--- src/design/ghwo_pkg.sv ---
// Shared types, constants and tables for the gyro-heading wheel odometry core.
`default_nettype none

package ghwo_pkg;

    // Tunable precision
    localparam int CORDIC_STEPS  = 16;   // 8..24
    localparam int FRACTION_BITS = 16;   // 8..24

    localparam int ATAN_LEN   = 24;
    localparam int CORD_ITERS = (CORDIC_STEPS < ATAN_LEN) ? CORDIC_STEPS : ATAN_LEN;

    // Field widths
    localparam int REV_W = 32;
    localparam int IPR_W = 24;
    localparam int POS_W = 40;
    localparam int ACC_W = 48;

    // Datapath widths
    localparam int CNT_W   = 5;
    localparam int ANG_W   = 35;
    localparam int XY_W    = FRACTION_BITS + 3;
    localparam int TRIG_W  = FRACTION_BITS + 2;
    localparam int MUL_A_W = POS_W + 1;
    localparam int MUL_B_W = (TRIG_W > IPR_W + 2) ? TRIG_W : IPR_W + 2;
    localparam int MUL_P_W = MUL_A_W + MUL_B_W;

    localparam logic [IPR_W-1:0] IPR_RESET = 24'd823550;

    // Heading reduction: 360 degrees in Q16.16, and a bias of 128 turns that
    // lifts any negative 32-bit heading into the non-negative range.
    localparam logic [31:0] HEAD_MOD  = 32'd23592960;
    localparam logic [31:0] HEAD_BIAS = 32'd3019898880;
    localparam int          RED_STEPS = 7;

    // Angles in degrees, Q.24
    localparam logic signed [ANG_W-1:0] DEG90  = 35'sd1509949440;
    localparam logic signed [ANG_W-1:0] DEG180 = 35'sd3019898880;
    localparam logic signed [ANG_W-1:0] DEG360 = 35'sd6039797760;

    // CORDIC gain, prescaled to the fraction width with rounding
    localparam longint GAIN_Q32  = 64'd2608131496;
    localparam longint GAIN_INIT =
        (GAIN_Q32 + (64'd1 << (31 - FRACTION_BITS))) >> (32 - FRACTION_BITS);
    localparam logic signed [XY_W-1:0] TRIG_ONE = XY_W'(longint'(1) << FRACTION_BITS);

    typedef struct packed {
        logic signed [REV_W-1:0] right_revs;
        logic signed [REV_W-1:0] left_revs;
        logic signed [REV_W-1:0] heading_deg;
    } t_in_word;

    typedef struct packed {
        logic signed [ACC_W-1:0] x_position;
        logic signed [ACC_W-1:0] y_position;
        logic signed [POS_W-1:0] step_distance;
    } t_out_word;

    // Arctangent of 2^-i in degrees, Q.24
    function automatic logic signed [ANG_W-1:0] atan_q24(input logic [CNT_W-1:0] idx);
        logic signed [ANG_W-1:0] v;
        case (idx)
            5'd0:    v = ANG_W'(754974720);
            5'd1:    v = ANG_W'(445687602);
            5'd2:    v = ANG_W'(235489088);
            5'd3:    v = ANG_W'(119537938);
            5'd4:    v = ANG_W'(60000934);
            5'd5:    v = ANG_W'(30029717);
            5'd6:    v = ANG_W'(15018523);
            5'd7:    v = ANG_W'(7509720);
            5'd8:    v = ANG_W'(3754917);
            5'd9:    v = ANG_W'(1877466);
            5'd10:   v = ANG_W'(938734);
            5'd11:   v = ANG_W'(469367);
            5'd12:   v = ANG_W'(234684);
            5'd13:   v = ANG_W'(117342);
            5'd14:   v = ANG_W'(58671);
            5'd15:   v = ANG_W'(29335);
            5'd16:   v = ANG_W'(14668);
            5'd17:   v = ANG_W'(7334);
            5'd18:   v = ANG_W'(3667);
            5'd19:   v = ANG_W'(1833);
            5'd20:   v = ANG_W'(917);
            5'd21:   v = ANG_W'(458);
            5'd22:   v = ANG_W'(229);
            5'd23:   v = ANG_W'(115);
            default: v = '0;
        endcase
        return v;
    endfunction

endpackage

`default_nettype wire

--- src/design/gyro_heading_wheel_odometry_core.sv ---
// Top level of the gyro-heading wheel odometry core: sequencer and shared datapath.
`default_nettype none

// Dead-reckoning odometry for a differential-drive base. Each input word holds
// both wheel positions (revolutions, Q16.16; the left wheel is mounted
// reversed) and a gyro heading (degrees, Q16.16, any number of turns). The
// core scales both wheels to inches with the inches_per_rev register (Q8.16,
// reset 4*pi), takes the mean of the two wheel deltas as the step distance,
// reduces the heading modulo 360 degrees, gets cosine and sine from an
// iterative CORDIC that works in degrees, and adds distance*cos to y and
// -distance*sin to x, both saturating at 48 bits. Each input word yields
// exactly one output word {x, y, distance}. One item is processed at a time:
// the input is ready only while the core is idle, and an item occupies it from
// acceptance to the next ready, which waits until the previous result has been
// taken. The time is set by the CORDIC loop, one rotation per cycle through a
// single shift/add unit, plus the stepwise conditional subtraction for the
// heading modulo and four uses of the single shared multiplier (two wheel
// scalings, two trig products), overlapped where possible. The result sits in
// an output register, so the next word is taken while it waits. Write
// inches_per_rev only while the core is idle; writes take effect at once.
module gyro_heading_wheel_odometry_core (
    input  wire                                i_clk,
    input  wire                                i_rst_n,
    input  wire                                i_in_valid,
    output logic                               o_in_ready,
    input  ghwo_pkg::t_in_word                 i_in_word,
    output logic                               o_out_valid,
    input  wire                                i_out_ready,
    output ghwo_pkg::t_out_word                o_out_word,
    input  wire                                i_cfg_we,
    input  wire  [ghwo_pkg::IPR_W-1:0]         i_cfg_wdata
);

    localparam int FB      = ghwo_pkg::FRACTION_BITS;
    localparam int POS_W   = ghwo_pkg::POS_W;
    localparam int ACC_W   = ghwo_pkg::ACC_W;
    localparam int ANG_W   = ghwo_pkg::ANG_W;
    localparam int XY_W    = ghwo_pkg::XY_W;
    localparam int TRIG_W  = ghwo_pkg::TRIG_W;
    localparam int CNT_W   = ghwo_pkg::CNT_W;
    localparam int MUL_A_W = ghwo_pkg::MUL_A_W;
    localparam int MUL_B_W = ghwo_pkg::MUL_B_W;
    localparam int MUL_P_W = ghwo_pkg::MUL_P_W;

    typedef enum logic [3:0] {
        ST_IDLE,   // wait for an input word
        ST_RED,    // heading modulo, wheel scaling, distance
        ST_FOLD,   // fold the angle into [-90, 90] and seed the CORDIC
        ST_ROT,    // one CORDIC rotation per cycle
        ST_CLAMP,  // clamp and unfold cos/sin
        ST_MULC,   // distance * cos
        ST_MULS,   // distance * sin, update y
        ST_ACCX,   // update x
        ST_DONE    // hand the result to the output register
    } t_state;

    // Sequencer and configuration
    t_state                    r_state,  n_state;
    logic [CNT_W-1:0]          r_cnt,    n_cnt;
    logic [ghwo_pkg::IPR_W-1:0] r_ipr,   n_ipr;

    // Item payload
    ghwo_pkg::t_in_word        r_in,     n_in;
    logic [31:0]               r_v,      n_v;
    logic signed [POS_W-1:0]   r_rpos,   n_rpos;
    logic signed [POS_W-1:0]   r_lpos,   n_lpos;
    logic signed [POS_W-1:0]   r_dist,   n_dist;
    logic signed [ANG_W-1:0]   r_ang,    n_ang;
    logic                      r_flip,   n_flip;
    logic signed [XY_W-1:0]    r_x,      n_x;
    logic signed [XY_W-1:0]    r_y,      n_y;
    logic signed [TRIG_W-1:0]  r_cs,     n_cs;
    logic signed [TRIG_W-1:0]  r_sn,     n_sn;
    logic signed [MUL_P_W-1:0] r_prod;

    // Odometry state
    logic signed [POS_W-1:0]   r_prev_r, n_prev_r;
    logic signed [POS_W-1:0]   r_prev_l, n_prev_l;
    logic signed [ACC_W-1:0]   r_x_acc,  n_x_acc;
    logic signed [ACC_W-1:0]   r_y_acc,  n_y_acc;

    // Output register
    logic                      r_out_valid, n_out_valid;
    ghwo_pkg::t_out_word       r_out_word,  n_out_word;

    // Shared multiplier
    logic signed [MUL_A_W-1:0] mul_a;
    logic signed [MUL_B_W-1:0] mul_b;
    logic signed [MUL_P_W-1:0] mul_p;

    // Datapath helpers
    logic signed [MUL_P_W-1:0] wheel_r, wheel_l, trig_sum;
    logic        [POS_W:0]     trig_mag;
    logic signed [POS_W+1:0]   trig_term;
    logic                      trig_neg;
    logic signed [MUL_A_W-1:0] dist_mag;
    logic signed [TRIG_W-1:0]  cs_mag, sn_mag;
    logic signed [POS_W+1:0]   dsum, dhalf;
    logic [31:0]               mod_k;
    logic [32:0]               red_try;
    logic signed [ANG_W-1:0]   ang0, ang1;
    logic signed [XY_W-1:0]    xs, ys, cx, cy;
    logic signed [ACC_W:0]     acc_sum;
    logic                      in_acc;

    assign o_in_ready  = (r_state == ST_IDLE);
    assign o_out_valid = r_out_valid;
    assign o_out_word  = r_out_word;
    assign in_acc      = i_in_valid && o_in_ready;

    // Operand selection for the one multiplier; register the product.
    assign dist_mag = r_dist[POS_W-1] ? -MUL_A_W'(r_dist) : MUL_A_W'(r_dist);
    assign cs_mag   = r_cs[TRIG_W-1] ? -r_cs : r_cs;
    assign sn_mag   = r_sn[TRIG_W-1] ? -r_sn : r_sn;

    always_comb begin
        case (r_state)
            ST_RED: begin
                // right wheel first, then left
                mul_a = (r_cnt == CNT_W'(ghwo_pkg::RED_STEPS - 1))
                      ? MUL_A_W'(r_in.right_revs) : MUL_A_W'(r_in.left_revs);
                mul_b = MUL_B_W'({1'b0, r_ipr});
            end
            ST_MULC: begin
                mul_a = dist_mag;
                mul_b = MUL_B_W'(cs_mag);
            end
            default: begin
                mul_a = dist_mag;
                mul_b = MUL_B_W'(sn_mag);
            end
        endcase
    end

    assign mul_p = MUL_P_W'(mul_a) * MUL_P_W'(mul_b);

    // Round wheel products to Q.16 (floor after adding one half).
    assign wheel_r = r_prod + MUL_P_W'(32768);
    assign wheel_l = -r_prod + MUL_P_W'(32768);

    // Round a trig product half away from zero; sign comes from the operands.
    assign trig_sum  = r_prod + (MUL_P_W'(1) <<< (FB - 1));
    assign trig_mag  = trig_sum[FB+POS_W:FB];
    assign trig_neg  = (r_state == ST_MULS) ? (r_dist[POS_W-1] ^ r_cs[TRIG_W-1])
                                            : (r_dist[POS_W-1] ^ r_sn[TRIG_W-1]);
    assign trig_term = trig_neg ? -$signed({1'b0, trig_mag}) : $signed({1'b0, trig_mag});

    // Mean of both wheel deltas, floor halved
    assign dsum  = (POS_W+2)'(r_rpos) - (POS_W+2)'(r_prev_r)
                 + (POS_W+2)'(r_lpos) - (POS_W+2)'(r_prev_l);
    assign dhalf = dsum >>> 1;

    // Heading modulo: conditional subtract of 360 deg shifted by the step count
    assign mod_k   = ghwo_pkg::HEAD_MOD << r_cnt;
    assign red_try = {1'b0, r_v} - {1'b0, mod_k};

    // Angle in Q.24 degrees and its first fold into (-180, 180]
    assign ang0 = $signed({2'b00, r_v[24:0], 8'b0});
    assign ang1 = (ang0 > ghwo_pkg::DEG180) ? ang0 - ghwo_pkg::DEG360 : ang0;

    // Shared CORDIC shifter
    assign xs = r_x >>> r_cnt;
    assign ys = r_y >>> r_cnt;

    // Clamp to [-1, 1]
    assign cx = (r_x > ghwo_pkg::TRIG_ONE) ? ghwo_pkg::TRIG_ONE
              : (r_x < -ghwo_pkg::TRIG_ONE) ? -ghwo_pkg::TRIG_ONE : r_x;
    assign cy = (r_y > ghwo_pkg::TRIG_ONE) ? ghwo_pkg::TRIG_ONE
              : (r_y < -ghwo_pkg::TRIG_ONE) ? -ghwo_pkg::TRIG_ONE : r_y;

    // Accumulator adder: add for y, subtract for x
    assign acc_sum = (r_state == ST_MULS)
                   ? (ACC_W+1)'(r_y_acc) + (ACC_W+1)'(trig_term)
                   : (ACC_W+1)'(r_x_acc) - (ACC_W+1)'(trig_term);

    always_comb begin
        n_state     = r_state;
        n_cnt       = r_cnt;
        n_ipr       = i_cfg_we ? i_cfg_wdata : r_ipr;
        n_in        = r_in;
        n_v         = r_v;
        n_rpos      = r_rpos;
        n_lpos      = r_lpos;
        n_dist      = r_dist;
        n_ang       = r_ang;
        n_flip      = r_flip;
        n_x         = r_x;
        n_y         = r_y;
        n_cs        = r_cs;
        n_sn        = r_sn;
        n_prev_r    = r_prev_r;
        n_prev_l    = r_prev_l;
        n_x_acc     = r_x_acc;
        n_y_acc     = r_y_acc;
        n_out_valid = r_out_valid && !i_out_ready;
        n_out_word  = r_out_word;

        case (r_state)
            ST_IDLE: begin
                if (in_acc) begin
                    n_in    = i_in_word;
                    // lift negative headings by 128 turns
                    n_v     = i_in_word.heading_deg[31]
                            ? 32'(i_in_word.heading_deg) + ghwo_pkg::HEAD_BIAS
                            : 32'(i_in_word.heading_deg);
                    n_cnt   = CNT_W'(ghwo_pkg::RED_STEPS - 1);
                    n_state = ST_RED;
                end
            end
            ST_RED: begin
                if (!red_try[32]) begin
                    n_v = red_try[31:0];
                end
                if (r_cnt == CNT_W'(ghwo_pkg::RED_STEPS - 2)) begin
                    n_rpos = wheel_r[16+POS_W-1:16];
                end
                if (r_cnt == CNT_W'(ghwo_pkg::RED_STEPS - 3)) begin
                    n_lpos = wheel_l[16+POS_W-1:16];
                end
                if (r_cnt == CNT_W'(ghwo_pkg::RED_STEPS - 4)) begin
                    // saturate the distance to 40 bits, advance wheel history
                    if (dhalf[POS_W+1] == dhalf[POS_W] && dhalf[POS_W] == dhalf[POS_W-1]) begin
                        n_dist = dhalf[POS_W-1:0];
                    end else begin
                        n_dist = dhalf[POS_W+1] ? {1'b1, {(POS_W-1){1'b0}}}
                                                : {1'b0, {(POS_W-1){1'b1}}};
                    end
                    n_prev_r = r_rpos;
                    n_prev_l = r_lpos;
                end
                if (r_cnt == '0) begin
                    n_state = ST_FOLD;
                end else begin
                    n_cnt = r_cnt - 1'b1;
                end
            end
            ST_FOLD: begin
                if (ang1 > ghwo_pkg::DEG90) begin
                    n_ang  = ang1 - ghwo_pkg::DEG180;
                    n_flip = 1'b1;
                end else if (ang1 < -ghwo_pkg::DEG90) begin
                    n_ang  = ang1 + ghwo_pkg::DEG180;
                    n_flip = 1'b1;
                end else begin
                    n_ang  = ang1;
                    n_flip = 1'b0;
                end
                n_x     = XY_W'(ghwo_pkg::GAIN_INIT);
                n_y     = '0;
                n_cnt   = '0;
                n_state = ST_ROT;
            end
            ST_ROT: begin
                if (!r_ang[ANG_W-1]) begin
                    n_x   = r_x - ys;
                    n_y   = r_y + xs;
                    n_ang = r_ang - ghwo_pkg::atan_q24(r_cnt);
                end else begin
                    n_x   = r_x + ys;
                    n_y   = r_y - xs;
                    n_ang = r_ang + ghwo_pkg::atan_q24(r_cnt);
                end
                if (r_cnt == CNT_W'(ghwo_pkg::CORD_ITERS - 1)) begin
                    n_state = ST_CLAMP;
                end else begin
                    n_cnt = r_cnt + 1'b1;
                end
            end
            ST_CLAMP: begin
                n_cs    = r_flip ? -TRIG_W'(cx) : TRIG_W'(cx);
                n_sn    = r_flip ? -TRIG_W'(cy) : TRIG_W'(cy);
                n_state = ST_MULC;
            end
            ST_MULC: begin
                n_state = ST_MULS;
            end
            ST_MULS: begin
                if (acc_sum[ACC_W] != acc_sum[ACC_W-1]) begin
                    n_y_acc = acc_sum[ACC_W] ? {1'b1, {(ACC_W-1){1'b0}}}
                                             : {1'b0, {(ACC_W-1){1'b1}}};
                end else begin
                    n_y_acc = acc_sum[ACC_W-1:0];
                end
                n_state = ST_ACCX;
            end
            ST_ACCX: begin
                if (acc_sum[ACC_W] != acc_sum[ACC_W-1]) begin
                    n_x_acc = acc_sum[ACC_W] ? {1'b1, {(ACC_W-1){1'b0}}}
                                             : {1'b0, {(ACC_W-1){1'b1}}};
                end else begin
                    n_x_acc = acc_sum[ACC_W-1:0];
                end
                n_state = ST_DONE;
            end
            ST_DONE: begin
                // hold until the output register is free
                if (!r_out_valid || i_out_ready) begin
                    n_out_valid              = 1'b1;
                    n_out_word.x_position    = r_x_acc;
                    n_out_word.y_position    = r_y_acc;
                    n_out_word.step_distance = r_dist;
                    n_state                  = ST_IDLE;
                end
            end
            default: begin
                n_state = ST_IDLE;
            end
        endcase
    end

    always_ff @(posedge i_clk) begin
        // payload: no reset needed
        r_in       <= n_in;
        r_v        <= n_v;
        r_rpos     <= n_rpos;
        r_lpos     <= n_lpos;
        r_dist     <= n_dist;
        r_ang      <= n_ang;
        r_flip     <= n_flip;
        r_x        <= n_x;
        r_y        <= n_y;
        r_cs       <= n_cs;
        r_sn       <= n_sn;
        r_prod     <= mul_p;
        r_out_word <= n_out_word;
        if (!i_rst_n) begin
            r_state     <= ST_IDLE;
            r_cnt       <= '0;
            r_ipr       <= ghwo_pkg::IPR_RESET;
            r_prev_r    <= '0;
            r_prev_l    <= '0;
            r_x_acc     <= '0;
            r_y_acc     <= '0;
            r_out_valid <= 1'b0;
        end else begin
            r_state     <= n_state;
            r_cnt       <= n_cnt;
            r_ipr       <= n_ipr;
            r_prev_r    <= n_prev_r;
            r_prev_l    <= n_prev_l;
            r_x_acc     <= n_x_acc;
            r_y_acc     <= n_y_acc;
            r_out_valid <= n_out_valid;
        end
    end

    // A new word never produces a result in the very next cycle.
    a_no_early_result: assert property (@(posedge i_clk) disable iff (!i_rst_n)
        in_acc |=> !$rose(o_out_valid))
        else $error("result raised right after accept");

    // Results appear only on leaving the hand-off state.
    a_result_from_done: assert property (@(posedge i_clk) disable iff (!i_rst_n)
        $rose(o_out_valid) |-> $past(r_state) == ST_DONE)
        else $error("result raised outside hand-off");

    // The rotation counter stays within the arctangent table in use.
    a_rot_bound: assert property (@(posedge i_clk) disable iff (!i_rst_n)
        r_state == ST_ROT |-> r_cnt < CNT_W'(ghwo_pkg::CORD_ITERS))
        else $error("CORDIC step out of range");

    // Accumulators change only in their update cycles.
    a_y_update: assert property (@(posedge i_clk) disable iff (!i_rst_n)
        !$stable(r_y_acc) |-> $past(r_state) == ST_MULS)
        else $error("y accumulator changed outside its update");

    a_x_update: assert property (@(posedge i_clk) disable iff (!i_rst_n)
        !$stable(r_x_acc) |-> $past(r_state) == ST_ACCX)
        else $error("x accumulator changed outside its update");

    // Cosine stays clamped to [-1, 1] while it feeds the multiplier.
    a_cos_range: assert property (@(posedge i_clk) disable iff (!i_rst_n)
        r_state == ST_MULC |-> (XY_W'(r_cs) <= ghwo_pkg::TRIG_ONE
                                && XY_W'(r_cs) >= -ghwo_pkg::TRIG_ONE))
        else $error("cosine outside unit range");

endmodule

`default_nettype wire
--- config.mk ---
export PLATFORM = sky130hd
export DESIGN_NAME = gyro_heading_wheel_odometry_core
export DESIGN_NICKNAME = d
export VERILOG_FILES = /design/src/design/ghwo_pkg.sv /design/src/design/gyro_heading_wheel_odometry_core.sv
export SDC_FILE = /design/constraint.sdc
export NUM_CORES = 2
export LEC_CHECK = 0
export BUFFER_PORTS_ARGS = -buffer_cell sky130_fd_sc_hd__buf_2
export CORE_MARGIN = 2
export CORE_UTILIZATION = 40
export DETAILED_ROUTE_END_ITERATION = 16
export PLACE_DENSITY_LB_ADDON = 0.12
export RECOVER_POWER = 50
export SLEW_MARGIN = 25
export SYNTH_ARGS = -nofsm -noshare
export SYNTH_HDL_FRONTEND = slang
export SYNTH_SLANG_ARGS = --single-unit
--- constraint.sdc ---
create_clock -name i_clk -period 30.5 [get_ports i_clk]
set_clock_uncertainty 0.05 [all_clocks]
set_input_delay 1.525 -clock i_clk [delete_from_list [all_inputs] [get_ports i_clk]]
set_output_delay 1.525 -clock i_clk [all_outputs]
set_load 0.05 [all_outputs]
==> impl_metrics.env <==
export IMPL_cpMaxStageDelayCell="clkbuf_1"
export IMPL_outcome="finished, violations left"
export IMPL_dieArea_sq_um=209000
export IMPL_timing_final_crit_period_ps=13340
export IMPL_post_synth_top_count_cell="inv_1"
export IMPL_multi_input_area_sq_um=56000
export IMPL_synth_top_cells_by_count="inv_1, nand2_1, fa_1, nor2_1, a21oi_1"
export IMPL_drt_wirelength_per_cell_microns=22.8
export IMPL_slew_viol_final=413
export IMPL_via_per_inst=5.42
export IMPL_ys_seq_elements=759
export IMPL_crit_end="r_prod[54]$_DFF_P_"
export IMPL_clk_pin_slew_ps=60
export IMPL_rr_startpoint="r_state[2]$_SDFFE_PN0P_"
export IMPL_antenna_found_initial=14
export IMPL_grt_ovfl_total=0
export IMPL_crit_fanout=49
export IMPL_fin_setup_tns_ps=0
export IMPL_wl_microns=273000
export IMPL_final_util_pct=43.9
export IMPL_syn2layout_area_growth_pct=9.32
export IMPL_cts_buffers=93
export IMPL_drc_errors=0
export IMPL_syn_inst=9116
export IMPL_holdBufCountCts=0
export IMPL_rows=166
export IMPL_ys_warn_count=0
export IMPL_path_class="reg -> reg"
export IMPL_core_area_sq_um=204000
export IMPL_arrival_ps=13930
export IMPL_vias=64900
export IMPL_clk_latency_ps=750
export IMPL_r2r_slack_ps=17160
export IMPL_synthTopCellsByArea="fa_1, edfxtp_1, dfxtp_1"
export IMPL_synth_top_area_cell="fa_1"
export IMPL_ys_types=90
export IMPL_htreeDepth=3
export IMPL_cp_start_kind="flop"
export IMPL_grt_max_degree=81
export IMPL_avgSynthCellArea_sq_um=9.00
export IMPL_ys_seq_area_share_pct=24.2
export IMPL_synth_main_ff_cell="edfxtp_1"
export IMPL_clkSinkCount=759
export IMPL_pin_count=263
export IMPL_grt_pass1_vias=67000
export IMPL_fmaxAchievable_mhz=74.9
export IMPL_numPortBuffers=262
export IMPL_synthesis_area_sq_um=82000
export IMPL_crit_start="r_state[2]$_SDFFE_PN0P_"
export IMPL_finalCritPeriodShare_pct=43.7
export IMPL_cts_tree="yes"
export IMPL_synthArstFlopShare_pct=0
export IMPL_rsz0062_at_grt="false"
export IMPL_cpMostUsedCell="fa_1"
export IMPL_min_path_cells=2
export IMPL_clockRootBuffer="clkbuf_16"
export IMPL_max_stage_delay_ps=1590
export IMPL_register_area_sq_um=19800
export IMPL_r2r_end="r_prod[54]$_DFF_P_"
export IMPL_drt_initial_drc_count=5016
export IMPL_finalNetCount=10800
export IMPL_max_slew_margin_pct=-215
export IMPL_syn_num_nets=10700
export IMPL_critPathRequiredTime_ps=31090
export IMPL_die_w_microns=457
export IMPL_crit_path_end_kind="flop"
export IMPL_die_h_microns=457
export IMPL_gp_congestion=0.945
export IMPL_holdCritPathClass="reg -> reg"
export IMPL_synth_edf_count=462
export IMPL_grt_usage_pct=26.2
export IMPL_yosysTopAreaCellShare_pct=25.3
export IMPL_worst_slew_pin_slew_ps=4720
export IMPL_fillers=20300
export IMPL_setup_viol=0
export IMPL_hold_viol_final=0
export IMPL_first_pass_iters=6
export IMPL_post_cts_buffers=0
export IMPL_max_cap_violations=10
export IMPL_max_clock_path_buffers=3
export IMPL_hpwl_microns=213000
export IMPL_initial_core_util_pct=40.2
export IMPL_antenna_left=0
export IMPL_violations="capacitance limit, slew limit"
export IMPL_cts_resized=0
export IMPL_grt_pass1_wl_microns=418000
export IMPL_drive_gt1_share_pct=6.28
export IMPL_worstRegToRegCells=30
## worst min-delay path by stage
stage / start / end / slack (ps)
after global placement: r_x_acc[0]$_SDFFE_PN0P_ / o_out_word[88]$_DFFE_PP_ / 390
after global routing: r_prev_l[34]$_SDFFE_PN0P_ / r_prev_l[34]$_SDFFE_PN0P_ / 420
after floorplan: r_x_acc[0]$_SDFFE_PN0P_ / o_out_word[88]$_DFFE_PP_ / 360
final: r_prev_r[39]$_SDFFE_PN0P_ / r_prev_r[39]$_SDFFE_PN0P_ / 400
after detailed placement: r_x_acc[0]$_SDFFE_PN0P_ / o_out_word[88]$_DFFE_PP_ / 390
after CTS: r_prev_l[35]$_SDFFE_PN0P_ / r_prev_l[35]$_SDFFE_PN0P_ / 400
## layer usage
metal / global-route usage (%) / part of all wire (%) / vias to the layer above
met5: 0 / 0.022 / -
met4: 8.47 / 3.5 / 8
met3: 3.98 / 5.7 / 362
met2: 43.3 / 47 / 1828
met1: 35.2 / 44 / 32600
li1: - / - / 30000
## kinds of logic (layout without fill, tap and decap cells)
kind of cell / after synthesis / in the layout / synth area share [%]
xor+xnor: 544 / 544 / 5.83
fa+ha+maj: 1505 / 1505 / 32.3
mux: 194 / 194 / 2.89
simple gates: 2802 / 2802 / 14.9
other cells: 0 / 8 / 0
compound gates: 1595 / 1595 / 12.1
buf+inv: 1717 / 1865 / 7.87
flops: 759 / 759 / 24.2
## cells in the final DEF (no fill, tap or decap), types with 24 or more instances in the layout
master and count:
maj3_1 44, mux4_2 32, o31ai_1 66, mux2_2 24, or4_1 28, clkbuf_1 152
xnor2_1 305, nor4_1 37, a21o_1 131, o21ai_0 365, nand2_1 1262, buf_4 128
nand3_1 109, a31oi_1 50, or3_1 39, o21a_1 64, nor2_1 832, inv_1 1282
o211ai_1 28, xor2_1 237, nand4_1 51, mux2i_1 134, or2_2 25, nor2b_1 58
ha_1 424, fa_1 1037, and2_1 71, dfxtp_1 295, a211oi_1 60, clkbuf_16 98
nand2b_1 64, buf_2 125, edfxtp_1 462, a21oi_1 536, nor3_1 112, and3_1 36
o21bai_1 45
## cell type report
type	instances	area share [%]
inverter	1288	5.40
clock inverter	61	0.867
sequential	759	22.1
multi-input combinational	6640	62.5
clock buffer	115	2.92
tap	2688	3.75
antenna	8	0.0223
timing repair buffer	401	2.42
## per-stage QoR
| step | worst slack [ps] | instance area [sq um] | hold slack [ps] | cells |
|---|---|---|---|---|
| after global routing | 16430 | 89600 | 416 | 12000 |
| final | 17160 | 89600 | 403 | 12000 |
| after CTS | 18280 | 89800 | 404 | 12000 |
| after detailed placement | 18270 | 86400 | 392 | 11800 |
| after floorplan | 15110 | 82000 | 358 | 9116 |
| after global placement | 17760 | 86400 | 390 | 11800 |
## registers in the layout (all words and copies together), names as in the netlist, 19 cells and up, named ones only
name	cells
r_rpos	40
o_out_word	136
r_y_acc	48
r_in	64
r_ang	35
r_v	32
r_prev_r	40
r_lpos	40
r_ipr	24
r_prod	57
r_x_acc	48
r_prev_l	40
r_dist	40
r_y	19
r_x	19
## worst max-delay path, delay by kind of cell, from the launching register on
family,cells,cell delay [ps]
buf+inv,6,2540
xor+xnor,1,120
simple gates,7,3110
fa+ha+maj,8,4110
compound gates,8,2930
flops,1,320
Power is left out: the tool's default activity adds up to more than one toggle a clock period on the data nets, which glitch-free logic cannot reach.
